$ cat config.mk
export PLATFORM = sky130hd
export DESIGN_NAME = piecewise_linear_lookup
export DESIGN_NICKNAME = d
export VERILOG_FILES = /design/src/design/pwl_pkg.sv /design/src/design/pwl_ctrl.sv /design/src/design/pwl_dpath.sv /design/src/design/piecewise_linear_lookup.sv
export SDC_FILE = /design/constraint.sdc
export NUM_CORES = 2
export LEC_CHECK = 0
export ABC_CLOCK_PERIOD_IN_PS = 8100
export BUFFER_PORTS_ARGS = -buffer_cell sky130_fd_sc_hd__buf_2
export CELL_PAD_IN_SITES_DETAIL_PLACEMENT = 0
export CELL_PAD_IN_SITES_GLOBAL_PLACEMENT = 2
export CORE_AREA = 8 8 338 340
export CTS_CLUSTER_DIAMETER = 40
export DETAILED_ROUTE_END_ITERATION = 10
export DIE_AREA = 0 0 346 348
export GPL_ROUTABILITY_DRIVEN = 0
export PLACE_DENSITY_LB_ADDON = 0.1
export SYNTH_ARGS = -nofsm -noshare
export SYNTH_HDL_FRONTEND = slang
export SYNTH_SLANG_ARGS = --single-unit
$ cat constraint.sdc
create_clock -name clock -period 8.1 [get_ports clock]
set_input_delay 1.62 -clock clock [delete_from_list [all_inputs] [get_ports clock]]
set_output_delay 1.62 -clock clock [all_outputs]
set_load 0.01 [all_outputs]
$ cat src/design/pwl_pkg.sv
package pwl_pkg;

   // fixed field widths
   localparam int VALUE_BITS  = 16;
   localparam int INDEX_BITS  = 4;
   localparam int COUNT_BITS  = 5;
   localparam int STATUS_BITS = 2;

   // stream packing
   localparam int REQ_DATA_BITS = 56;
   localparam int RSP_DATA_BITS = 16;

   localparam logic [COUNT_BITS-1:0] COUNT_RESET = COUNT_BITS'(2);

   // item kind carried on req_tuser
   localparam logic OP_WRITE = 1'b0;
   localparam logic OP_QUERY = 1'b1;

   typedef enum logic [STATUS_BITS-1:0] {
      STATUS_INSIDE = 2'd0,
      STATUS_BELOW  = 2'd1,
      STATUS_ABOVE  = 2'd2
   } range_status_type;

   // table read address select
   typedef enum logic [1:0] {
      RD_ZERO = 2'd0,
      RD_ONE  = 2'd1,
      RD_LAST = 2'd2,
      RD_NEXT = 2'd3
   } rd_sel_type;

   // source of the result value
   typedef enum logic [1:0] {
      RES_DATA_Y = 2'd0,
      RES_LAST_Y = 2'd1,
      RES_LERP   = 2'd2
   } res_kind_type;

   typedef struct packed {
      logic             write_point;
      logic             load_query;
      logic             cap_prev;
      logic             cap_last;
      logic             scan_init;
      logic             scan_step;
      logic             cap_seg;
      logic             mul;
      logic             div_step;
      logic             res_load;
      res_kind_type     res_kind;
      range_status_type res_status;
      logic             out_load;
      rd_sel_type       rd_sel;
   } cmd_type;

   typedef struct packed {
      logic below;
      logic above;
      logic hit;
      logic scan_end;
      logic div_last;
      logic out_free;
   } stat_type;

endpackage

$ cat src/design/pwl_ctrl.sv
module pwl_ctrl import pwl_pkg::*; (
   input  logic     clock,
   input  logic     reset,
   input  logic     req_tvalid,
   input  logic     req_op,
   output logic     req_tready,
   input  stat_type stat,
   output cmd_type  cmd
);

   typedef enum logic [8:0] {
      ST_IDLE   = 9'b000000001,
      ST_FIRST  = 9'b000000010,
      ST_LOW    = 9'b000000100,
      ST_HIGH   = 9'b000001000,
      ST_SCAN   = 9'b000010000,
      ST_MUL    = 9'b000100000,
      ST_DIV    = 9'b001000000,
      ST_FINISH = 9'b010000000,
      ST_OUT    = 9'b100000000
   } state_type;

   state_type state_ff, state_in;

   // next state and commands
   always_comb begin
      state_in   = state_ff;
      cmd        = '0;
      req_tready = 1'b0;
      unique case (state_ff)
         ST_IDLE: begin
            req_tready = 1'b1;
            if (req_tvalid) begin
               if (req_op == OP_QUERY) begin
                  cmd.load_query = 1'b1;
                  state_in       = ST_FIRST;
               end else begin
                  cmd.write_point = 1'b1;
               end
            end
         end
         ST_FIRST: begin
            cmd.rd_sel = RD_ZERO;
            state_in   = ST_LOW;
         end
         // entry 0 on the read port: clamp below?
         ST_LOW: begin
            cmd.cap_prev = 1'b1;
            cmd.rd_sel   = RD_LAST;
            if (stat.below) begin
               cmd.res_load   = 1'b1;
               cmd.res_kind   = RES_DATA_Y;
               cmd.res_status = STATUS_BELOW;
               state_in       = ST_OUT;
            end else begin
               state_in = ST_HIGH;
            end
         end
         // last entry in use on the read port: clamp above?
         ST_HIGH: begin
            cmd.cap_last  = 1'b1;
            cmd.scan_init = 1'b1;
            cmd.rd_sel    = RD_ONE;
            if (stat.above) begin
               cmd.res_load   = 1'b1;
               cmd.res_kind   = RES_DATA_Y;
               cmd.res_status = STATUS_ABOVE;
               state_in       = ST_OUT;
            end else begin
               state_in = ST_SCAN;
            end
         end
         // one segment per cycle
         ST_SCAN: begin
            cmd.rd_sel = RD_NEXT;
            if (stat.hit) begin
               cmd.cap_seg = 1'b1;
               state_in    = ST_MUL;
            end else if (stat.scan_end) begin
               cmd.res_load   = 1'b1;
               cmd.res_kind   = RES_LAST_Y;
               cmd.res_status = STATUS_INSIDE;
               state_in       = ST_OUT;
            end else begin
               cmd.scan_step = 1'b1;
            end
         end
         ST_MUL: begin
            cmd.mul  = 1'b1;
            state_in = ST_DIV;
         end
         ST_DIV: begin
            cmd.div_step = 1'b1;
            if (stat.div_last) begin
               state_in = ST_FINISH;
            end
         end
         ST_FINISH: begin
            cmd.res_load   = 1'b1;
            cmd.res_kind   = RES_LERP;
            cmd.res_status = STATUS_INSIDE;
            state_in       = ST_OUT;
         end
         ST_OUT: begin
            if (stat.out_free) begin
               cmd.out_load = 1'b1;
               state_in     = ST_IDLE;
            end
         end
         default: begin
            state_in = ST_IDLE;
         end
      endcase
   end

   always_ff @(posedge clock) begin
      if (reset) begin
         state_ff <= ST_IDLE;
      end else begin
         state_ff <= state_in;
      end
   end

endmodule

$ cat src/design/pwl_dpath.sv
module pwl_dpath import pwl_pkg::*; #(
   parameter int MAX_POINTS = 16
) (
   input  logic                   clock,
   input  logic                   reset,
   // configuration
   input  logic                   csr_wr_en,
   input  logic [COUNT_BITS-1:0]  csr_wr_data,
   // request fields
   input  logic [INDEX_BITS-1:0]  point_index,
   input  logic [VALUE_BITS-1:0]  point_x,
   input  logic [VALUE_BITS-1:0]  point_y,
   input  logic [VALUE_BITS-1:0]  query_x,
   // control
   input  cmd_type                cmd,
   output stat_type               stat,
   // result
   input  logic                   rsp_tready,
   output logic                   rsp_tvalid,
   output logic [VALUE_BITS-1:0]  interp_value,
   output logic [STATUS_BITS-1:0] range_status
);

   localparam int AW     = (MAX_POINTS > 1) ? $clog2(MAX_POINTS) : 1;
   localparam int NW     = $clog2(MAX_POINTS + 1);
   localparam int CW     = (NW > COUNT_BITS) ? NW : COUNT_BITS;
   localparam int DCW    = $clog2(VALUE_BITS + 1);
   localparam int PROD_W = 2 * VALUE_BITS;

   // breakpoint table, y in the upper half
   logic [PROD_W-1:0]     mem [MAX_POINTS];
   logic [PROD_W-1:0]     rd_data_ff;
   logic [AW-1:0]         rd_addr;
   logic [VALUE_BITS-1:0] data_x, data_y;

   logic [COUNT_BITS-1:0] count_ff;
   logic [CW-1:0]         count_ext, used_n;
   logic [AW-1:0]         last_idx;
   logic                  wr_ok;

   logic [VALUE_BITS-1:0] q_ff, prev_x_ff, prev_y_ff, seg_x_ff, seg_y_ff, last_y_ff;
   logic [AW-1:0]         scan_ff;

   logic [VALUE_BITS-1:0] off, dy;
   logic [PROD_W-1:0]     prod;
   logic [VALUE_BITS-1:0] dx_ff, rem_ff, low_ff;
   logic                  neg_ff;
   logic [DCW-1:0]        div_cnt_ff;
   logic [VALUE_BITS:0]   trial;
   logic                  trial_ge;

   logic [VALUE_BITS-1:0] lerp_value, res_value_ff, res_pick;
   range_status_type      res_status_ff;

   logic                   out_valid_ff;
   logic [VALUE_BITS-1:0]  out_value_ff;
   logic [STATUS_BITS-1:0] out_status_ff;

   assign data_x = rd_data_ff[VALUE_BITS-1:0];
   assign data_y = rd_data_ff[PROD_W-1:VALUE_BITS];

   // point count clamped to 2..MAX_POINTS
   assign count_ext = CW'(count_ff);
   always_comb begin
      if (count_ext < CW'(2)) begin
         used_n = CW'(2);
      end else if (count_ext > CW'(MAX_POINTS)) begin
         used_n = CW'(MAX_POINTS);
      end else begin
         used_n = count_ext;
      end
   end
   assign last_idx = AW'(used_n - CW'(1));

   always_ff @(posedge clock) begin
      if (reset) begin
         count_ff <= COUNT_RESET;
      end else if (csr_wr_en) begin
         count_ff <= csr_wr_data;
      end
   end

   // read address
   always_comb begin
      case (cmd.rd_sel)
         RD_ZERO: rd_addr = '0;
         RD_ONE:  rd_addr = AW'(1);
         RD_LAST: rd_addr = last_idx;
         RD_NEXT: rd_addr = scan_ff + AW'(1);
         default: rd_addr = '0;
      endcase
   end

   // table: one write port, one registered read port
   assign wr_ok = (32'(point_index) < 32'(MAX_POINTS));
   always_ff @(posedge clock) begin
      if (cmd.write_point && wr_ok) begin
         mem[AW'(point_index)] <= {point_y, point_x};
      end
      rd_data_ff <= mem[rd_addr];
   end

   // query and segment registers
   always_ff @(posedge clock) begin
      if (cmd.load_query) begin
         q_ff <= query_x;
      end
      if (cmd.cap_prev || cmd.scan_step) begin
         prev_x_ff <= data_x;
         prev_y_ff <= data_y;
      end
      if (cmd.cap_last) begin
         last_y_ff <= data_y;
      end
      if (cmd.scan_init) begin
         scan_ff <= AW'(1);
      end else if (cmd.scan_step) begin
         scan_ff <= scan_ff + AW'(1);
      end
      if (cmd.cap_seg) begin
         seg_x_ff <= data_x;
         seg_y_ff <= data_y;
      end
   end

   // offset times rise magnitude
   assign off  = q_ff - prev_x_ff;
   assign dy   = (seg_y_ff < prev_y_ff) ? (prev_y_ff - seg_y_ff) : (seg_y_ff - prev_y_ff);
   assign prod = PROD_W'(off) * PROD_W'(dy);

   // restoring divider, one quotient bit per cycle; upper half of the
   // product is below dx since the quotient never exceeds the rise
   assign trial    = {rem_ff, low_ff[VALUE_BITS-1]};
   assign trial_ge = (trial >= {1'b0, dx_ff});

   always_ff @(posedge clock) begin
      if (cmd.mul) begin
         dx_ff      <= seg_x_ff - prev_x_ff;
         neg_ff     <= (seg_y_ff < prev_y_ff);
         rem_ff     <= prod[PROD_W-1:VALUE_BITS];
         low_ff     <= prod[VALUE_BITS-1:0];
         div_cnt_ff <= DCW'(VALUE_BITS);
      end else if (cmd.div_step) begin
         rem_ff     <= trial_ge ? VALUE_BITS'(trial - {1'b0, dx_ff})
                                : trial[VALUE_BITS-1:0];
         low_ff     <= {low_ff[VALUE_BITS-2:0], trial_ge};
         div_cnt_ff <= div_cnt_ff - DCW'(1);
      end
   end

   // final value; zero-width segment gives y[i]
   always_comb begin
      if (dx_ff == '0) begin
         lerp_value = prev_y_ff;
      end else if (neg_ff) begin
         lerp_value = prev_y_ff - low_ff;
      end else begin
         lerp_value = prev_y_ff + low_ff;
      end
   end

   always_comb begin
      case (cmd.res_kind)
         RES_DATA_Y: res_pick = data_y;
         RES_LAST_Y: res_pick = last_y_ff;
         RES_LERP:   res_pick = lerp_value;
         default:    res_pick = data_y;
      endcase
   end

   always_ff @(posedge clock) begin
      if (cmd.res_load) begin
         res_value_ff  <= res_pick;
         res_status_ff <= cmd.res_status;
      end
   end

   // output register
   always_ff @(posedge clock) begin
      if (reset) begin
         out_valid_ff <= 1'b0;
      end else if (cmd.out_load) begin
         out_valid_ff <= 1'b1;
      end else if (rsp_tready) begin
         out_valid_ff <= 1'b0;
      end
   end

   always_ff @(posedge clock) begin
      if (cmd.out_load) begin
         out_value_ff  <= res_value_ff;
         out_status_ff <= res_status_ff;
      end
   end

   assign rsp_tvalid   = out_valid_ff;
   assign interp_value = out_value_ff;
   assign range_status = out_status_ff;

   // status to the controller
   assign stat.below    = (q_ff < data_x);
   assign stat.above    = (q_ff > data_x);
   assign stat.hit      = (q_ff >= prev_x_ff) && (q_ff <= data_x);
   assign stat.scan_end = (scan_ff == last_idx);
   assign stat.div_last = (div_cnt_ff == DCW'(1));
   assign stat.out_free = !out_valid_ff || rsp_tready;

endmodule

$ cat src/design/piecewise_linear_lookup.sv
// Channel   Dir  Handshake          Payload
// req       in   tvalid/tready      tuser: op; tdata: index, x, y, query
// rsp       out  tvalid/tready      tuser: range_status; tdata: interp_value
// csr       in   wr_en              wr_data: point_count
//
// A breakpoint write is taken in the idle state, and the block stays idle. A query is
// clamped below by entry 0 or above by the last entry in use; else the table is read
// one entry per cycle to find its segment, and the divider gives one bit per cycle. When
// no segment holds it, the last entry's y is given. The block then returns to idle.
// Reset clears the control state and sets point_count to 2; the table holds nothing
// until written. A stalled rsp holds its item; the next item is still taken meanwhile.
module piecewise_linear_lookup import pwl_pkg::*; #(
   parameter int MAX_POINTS = 16
) (
   input  logic                     clock,
   input  logic                     reset,
   input  logic                     req_tvalid,
   output logic                     req_tready,
   input  logic                     req_tuser,   // [0] op
   // [3:0] point_index, [19:4] point_x, [35:20] point_y, [51:36] query_x
   input  logic [REQ_DATA_BITS-1:0] req_tdata,
   output logic                     rsp_tvalid,
   input  logic                     rsp_tready,
   output logic [STATUS_BITS-1:0]   rsp_tuser,   // [1:0] range_status
   output logic [RSP_DATA_BITS-1:0] rsp_tdata,   // [15:0] interp_value
   input  logic                     csr_wr_en,
   input  logic [COUNT_BITS-1:0]    csr_wr_data
);

   cmd_type  cmd;
   stat_type stat;

   pwl_ctrl u_ctrl (
      .clock      (clock),
      .reset      (reset),
      .req_tvalid (req_tvalid),
      .req_op     (req_tuser),
      .req_tready (req_tready),
      .stat       (stat),
      .cmd        (cmd)
   );

   pwl_dpath #(
      .MAX_POINTS (MAX_POINTS)
   ) u_dpath (
      .clock        (clock),
      .reset        (reset),
      .csr_wr_en    (csr_wr_en),
      .csr_wr_data  (csr_wr_data),
      .point_index  (req_tdata[3:0]),
      .point_x      (req_tdata[19:4]),
      .point_y      (req_tdata[35:20]),
      .query_x      (req_tdata[51:36]),
      .cmd          (cmd),
      .stat         (stat),
      .rsp_tready   (rsp_tready),
      .rsp_tvalid   (rsp_tvalid),
      .interp_value (rsp_tdata),
      .range_status (rsp_tuser)
   );

endmodule
==> flow_metrics.env <==
export IMPL_root_buffer="clkbuf_16"
export IMPL_fp_dieW_um=346
export IMPL_synthFlopType="edfxtp_1"
export IMPL_cts_tree="done"
export IMPL_htreeDepth=3
export IMPL_worst_slew_pin_transition_ns=1.09
export IMPL_synth_top_cell_area_share=0.495
export IMPL_grt_pass1_wl_um=182000
export IMPL_area_growth_syn_to_layout_pct=21.7
export IMPL_drive_above_1_share=0.196
export IMPL_track_usage=0.194
export IMPL_synth_simple_area_share=0.144
export IMPL_synth_distinct_cells=83
export IMPL_fin_ws_ns=-0.705
export IMPL_grt_pass1_vias=30400
export IMPL_synthCells=3734
export IMPL_synth_area_mm2=0.0420
export IMPL_wl_per_cell_um=21.1
export IMPL_synth_compound_area_frac=0.0887
export IMPL_met3_wirelength_um=4530
export IMPL_arrival_ns=9.19
export IMPL_cts_sinks=749
export IMPL_syn_nets=4223
export IMPL_synth_edf_count=693
export IMPL_dr_wl_met2_um=61400
export IMPL_num_vias=29400
export IMPL_synthArstFlopShare=0
export IMPL_place_inst=5420
export IMPL_crit_type="flop to flop"
export IMPL_slew_viol_final=0
export IMPL_holdPathEnd="u_dpath.interp_value[3]"
export IMPL_antenna_found_initial=11
export IMPL_die_h_um=348
export IMPL_grt_overflow=0
export IMPL_ctsHoldBuffers=0
export IMPL_r2r_start="u_dpath.seg_y_ff[0]"
export IMPL_fin_nets=4643
export IMPL_yosysWarnings=0
export IMPL_internal_power_w=0.0127
export IMPL_yosys_register_bits=749
export IMPL_power_density_mw_per_mm2=397
export IMPL_vias_per_cell=5.18
export IMPL_synth_area_leaders="edfxtp_1 50%, fa_1 9.5%, ha_1 6.6%"
export IMPL_hold_viol=0
export IMPL_period_share=1.09
export IMPL_highest_layer="met5"
export IMPL_rr_worst_depth=36
export IMPL_ys_seq_area_frac=0.522
export IMPL_path_clk_slew_ns=0.05
export IMPL_synthMuxAreaShare=0.00628
export IMPL_cp_common_cell="fa_1"
export IMPL_p_leak_nw=20.6
export IMPL_p_comb_frac=0.562
export IMPL_seq_power_share=0.211
export IMPL_hp_start="u_dpath.res_value_ff[3]"
export IMPL_synth_top_area_cell="edfxtp_1"
export IMPL_synth_xor_area_frac=0.0282
export IMPL_dr_pass1_iters=7
export IMPL_wirelength_met1_um=51300
export IMPL_synth_most_common_cell="nand2_1"
export IMPL_synth_common_cells="729 x nand2_1, 693 x edfxtp_1, 347 x inv_1"
export IMPL_core_area_mm2=0.109
export IMPL_post_dp_hpwl_um=81000
export IMPL_drv_cap=0
export IMPL_rsz0062_at_grt="true"
export IMPL_utilization=0.468
export IMPL_instances_no_fill=5677
export IMPL_end_kind="flop"
export IMPL_num_io_pins=87
export IMPL_drtIter0Drc=1635
export IMPL_start_util=0.384
export IMPL_hold_path_depth=0
export IMPL_cts_buffers_inserted=110
export IMPL_ir_drop_v=0.000900
export IMPL_cts_buffer_depth=3
export IMPL_drc=0
export IMPL_avgSynthCellArea_um2=11.3
export IMPL_crit_required_ns=8.49
export IMPL_rrSetupSlack_ns=-0.70
export IMPL_io_buffers=82
export IMPL_worst_path_max_fanout=6
export IMPL_grt_start_max_net_pins=174
export IMPL_status="finished, violations left"
export IMPL_p_sw_w=0.00763
export IMPL_drtAntennaViolNets=0
export IMPL_clock_latency_ns=0.67
export IMPL_violations="negative setup slack"
export IMPL_die_area_mm2=0.120
export IMPL_max_slew_margin_rel=0.273
export IMPL_crit_path_start="u_dpath.seg_y_ff[0]"
export IMPL_synth_top_family_by_area="adder cells"
export IMPL_cpPeakStageDelay_ns=0.55
export IMPL_timing_critical_path_from_type="flop"
export IMPL_min_path_type="flop to flop"
export IMPL_fmax_mhz=114
export IMPL_swShare=0.376
export IMPL_placementRows=122
export IMPL_setup_violations=15
export IMPL_p_clk_frac=0.227
export IMPL_routed_wl_um=120000
export IMPL_reg2reg_to="u_dpath.rem_ff[15]"
export IMPL_fin_skew_ns=0.0338
export IMPL_min_period_ns=8.80
export IMPL_synth_adder_area_share=0.161
export IMPL_crit_slowest_cell="fa_1"
-- kinds of logic (layout without fill, tap and decap cells) --
group / after synthesis / after routing
AND/OR/NAND/NOR: 1356 / 1356
buffers and inverters: 508 / 1021
AO/OA/AOI/OAI: 550 / 550
flip-flops: 749 / 749
XOR/XNOR: 124 / 124
other: 0 / 4
adder cells (fa/ha/maj): 422 / 422
multiplexers: 25 / 25
-- power groups by stage --
stage          Clock, W  Sequential, W  Combinational, W
2_1_floorplan         0        0.00435           0.00529
3_3_place_gp          0        0.00435           0.00934
3_5_place_dp          0        0.00435           0.00934
4_1_cts         0.00472        0.00427            0.0108
5_1_grt         0.00489        0.00427            0.0125
6_report        0.00461        0.00427            0.0114
-- repair_timing --
action / 4_1_cts / 5_1_grt
hold endpoints to repair: 0 / 0
pin swaps: 65 / 70
setup buffers: 36 / 15
endpoints found under the setup margin: 17 / 19
resized for setup: 86 / 65
-- area by class of cell --
type                       instances  area [um2]
fill                           10000       58200
sequential                       749       21900
multi-input combinational       2477       18900
timing repair buffer             466        3560
clock buffer                     131        2910
tap                             1426        1780
inverter                         350        1320
clock inverter                    74         712
antenna                            4        10.0
-- worst max-delay path: cells and delay by family (launching register included) --
family | cells | cell delay [ns]
flops | 1 | 0.39
simple gates | 3 | 0.50
mux | 1 | 0.18
fa+ha+maj | 9 | 3.70
buf+inv | 8 | 0.69
compound gates | 13 | 2.66
xor+xnor | 2 | 0.34
-- worst max path at each step --
| stage | endpoint | slack [ns] |
|---|---|---|
| finish | u_dpath.rem_ff[15] | -0.70 |
| global route | u_dpath.rem_ff[13] | -1.06 |
| CTS | u_dpath.rem_ff[15] | -0.74 |
| detailed placement | u_dpath.rem_ff[13] | -1.03 |
| global placement | u_dpath.rem_ff[15] | -0.91 |
| floorplan | u_dpath.rem_ff[15] | -0.38 |
-- cells in the final DEF, fill, tap and decap left out, drive strengths merged, types with 46 or more instances in the layout --
master / n
buf: 466
dfxtp: 56
fa: 200
nor2: 183
inv: 371
a21oi: 137
nand2: 729
a21o: 46
ha: 222
a31oi: 49
xnor2: 84
nand3: 163
o21ai: 99
a311oi: 96
and3: 73
edfxtp: 693
clkbuf: 131
-- layer usage --
layer  vias to the layer above  track usage
met5                         -            0
met4                         4       0.0498
met3                       157       0.0275
met2                       504        0.356
met1                     14800        0.241
li1                      13900            -
-- state kept, by name (all words and copies together) (netlist names) --
signal	cells
u_dpath.mem	512
u_dpath.rd_data_ff	32
u_dpath.dx_ff	16
u_dpath.interp_value	16
u_dpath.last_y_ff	16
u_dpath.low_ff	16
u_dpath.prev_x_ff	16
u_dpath.prev_y_ff	16
u_dpath.q_ff	16
u_dpath.rem_ff	16
u_dpath.res_value_ff	16
u_dpath.seg_x_ff	16
u_dpath.seg_y_ff	16
u_ctrl.state_ff	9
u_dpath.count_ext	5
u_dpath.div_cnt_ff	5
u_dpath.scan_ff	4
u_dpath.range_status	2
u_dpath.res_status_ff	2
u_dpath.neg_ff	1
u_dpath.rsp_tvalid	1
-- metrics by stage --
stage	setup TNS, ns	setup slack (ns)	hold slack [ns]	power, W	instance area [um2]
5_1_grt	-12.45	-1.06	0.440	0.0217	51100
6_report	-6.52	-0.705	0.425	0.0203	51100
3_5_place_dp	-12.09	-1.03	0.411	0.0137	46500
3_3_place_gp	-10.96	-0.914	0.410	0.0137	46500
4_1_cts	-7.58	-0.742	0.426	0.0198	50800
2_1_floorplan	-1.40	-0.377	0.400	0.00963	42200
Power figures use the tool's default switching activity.
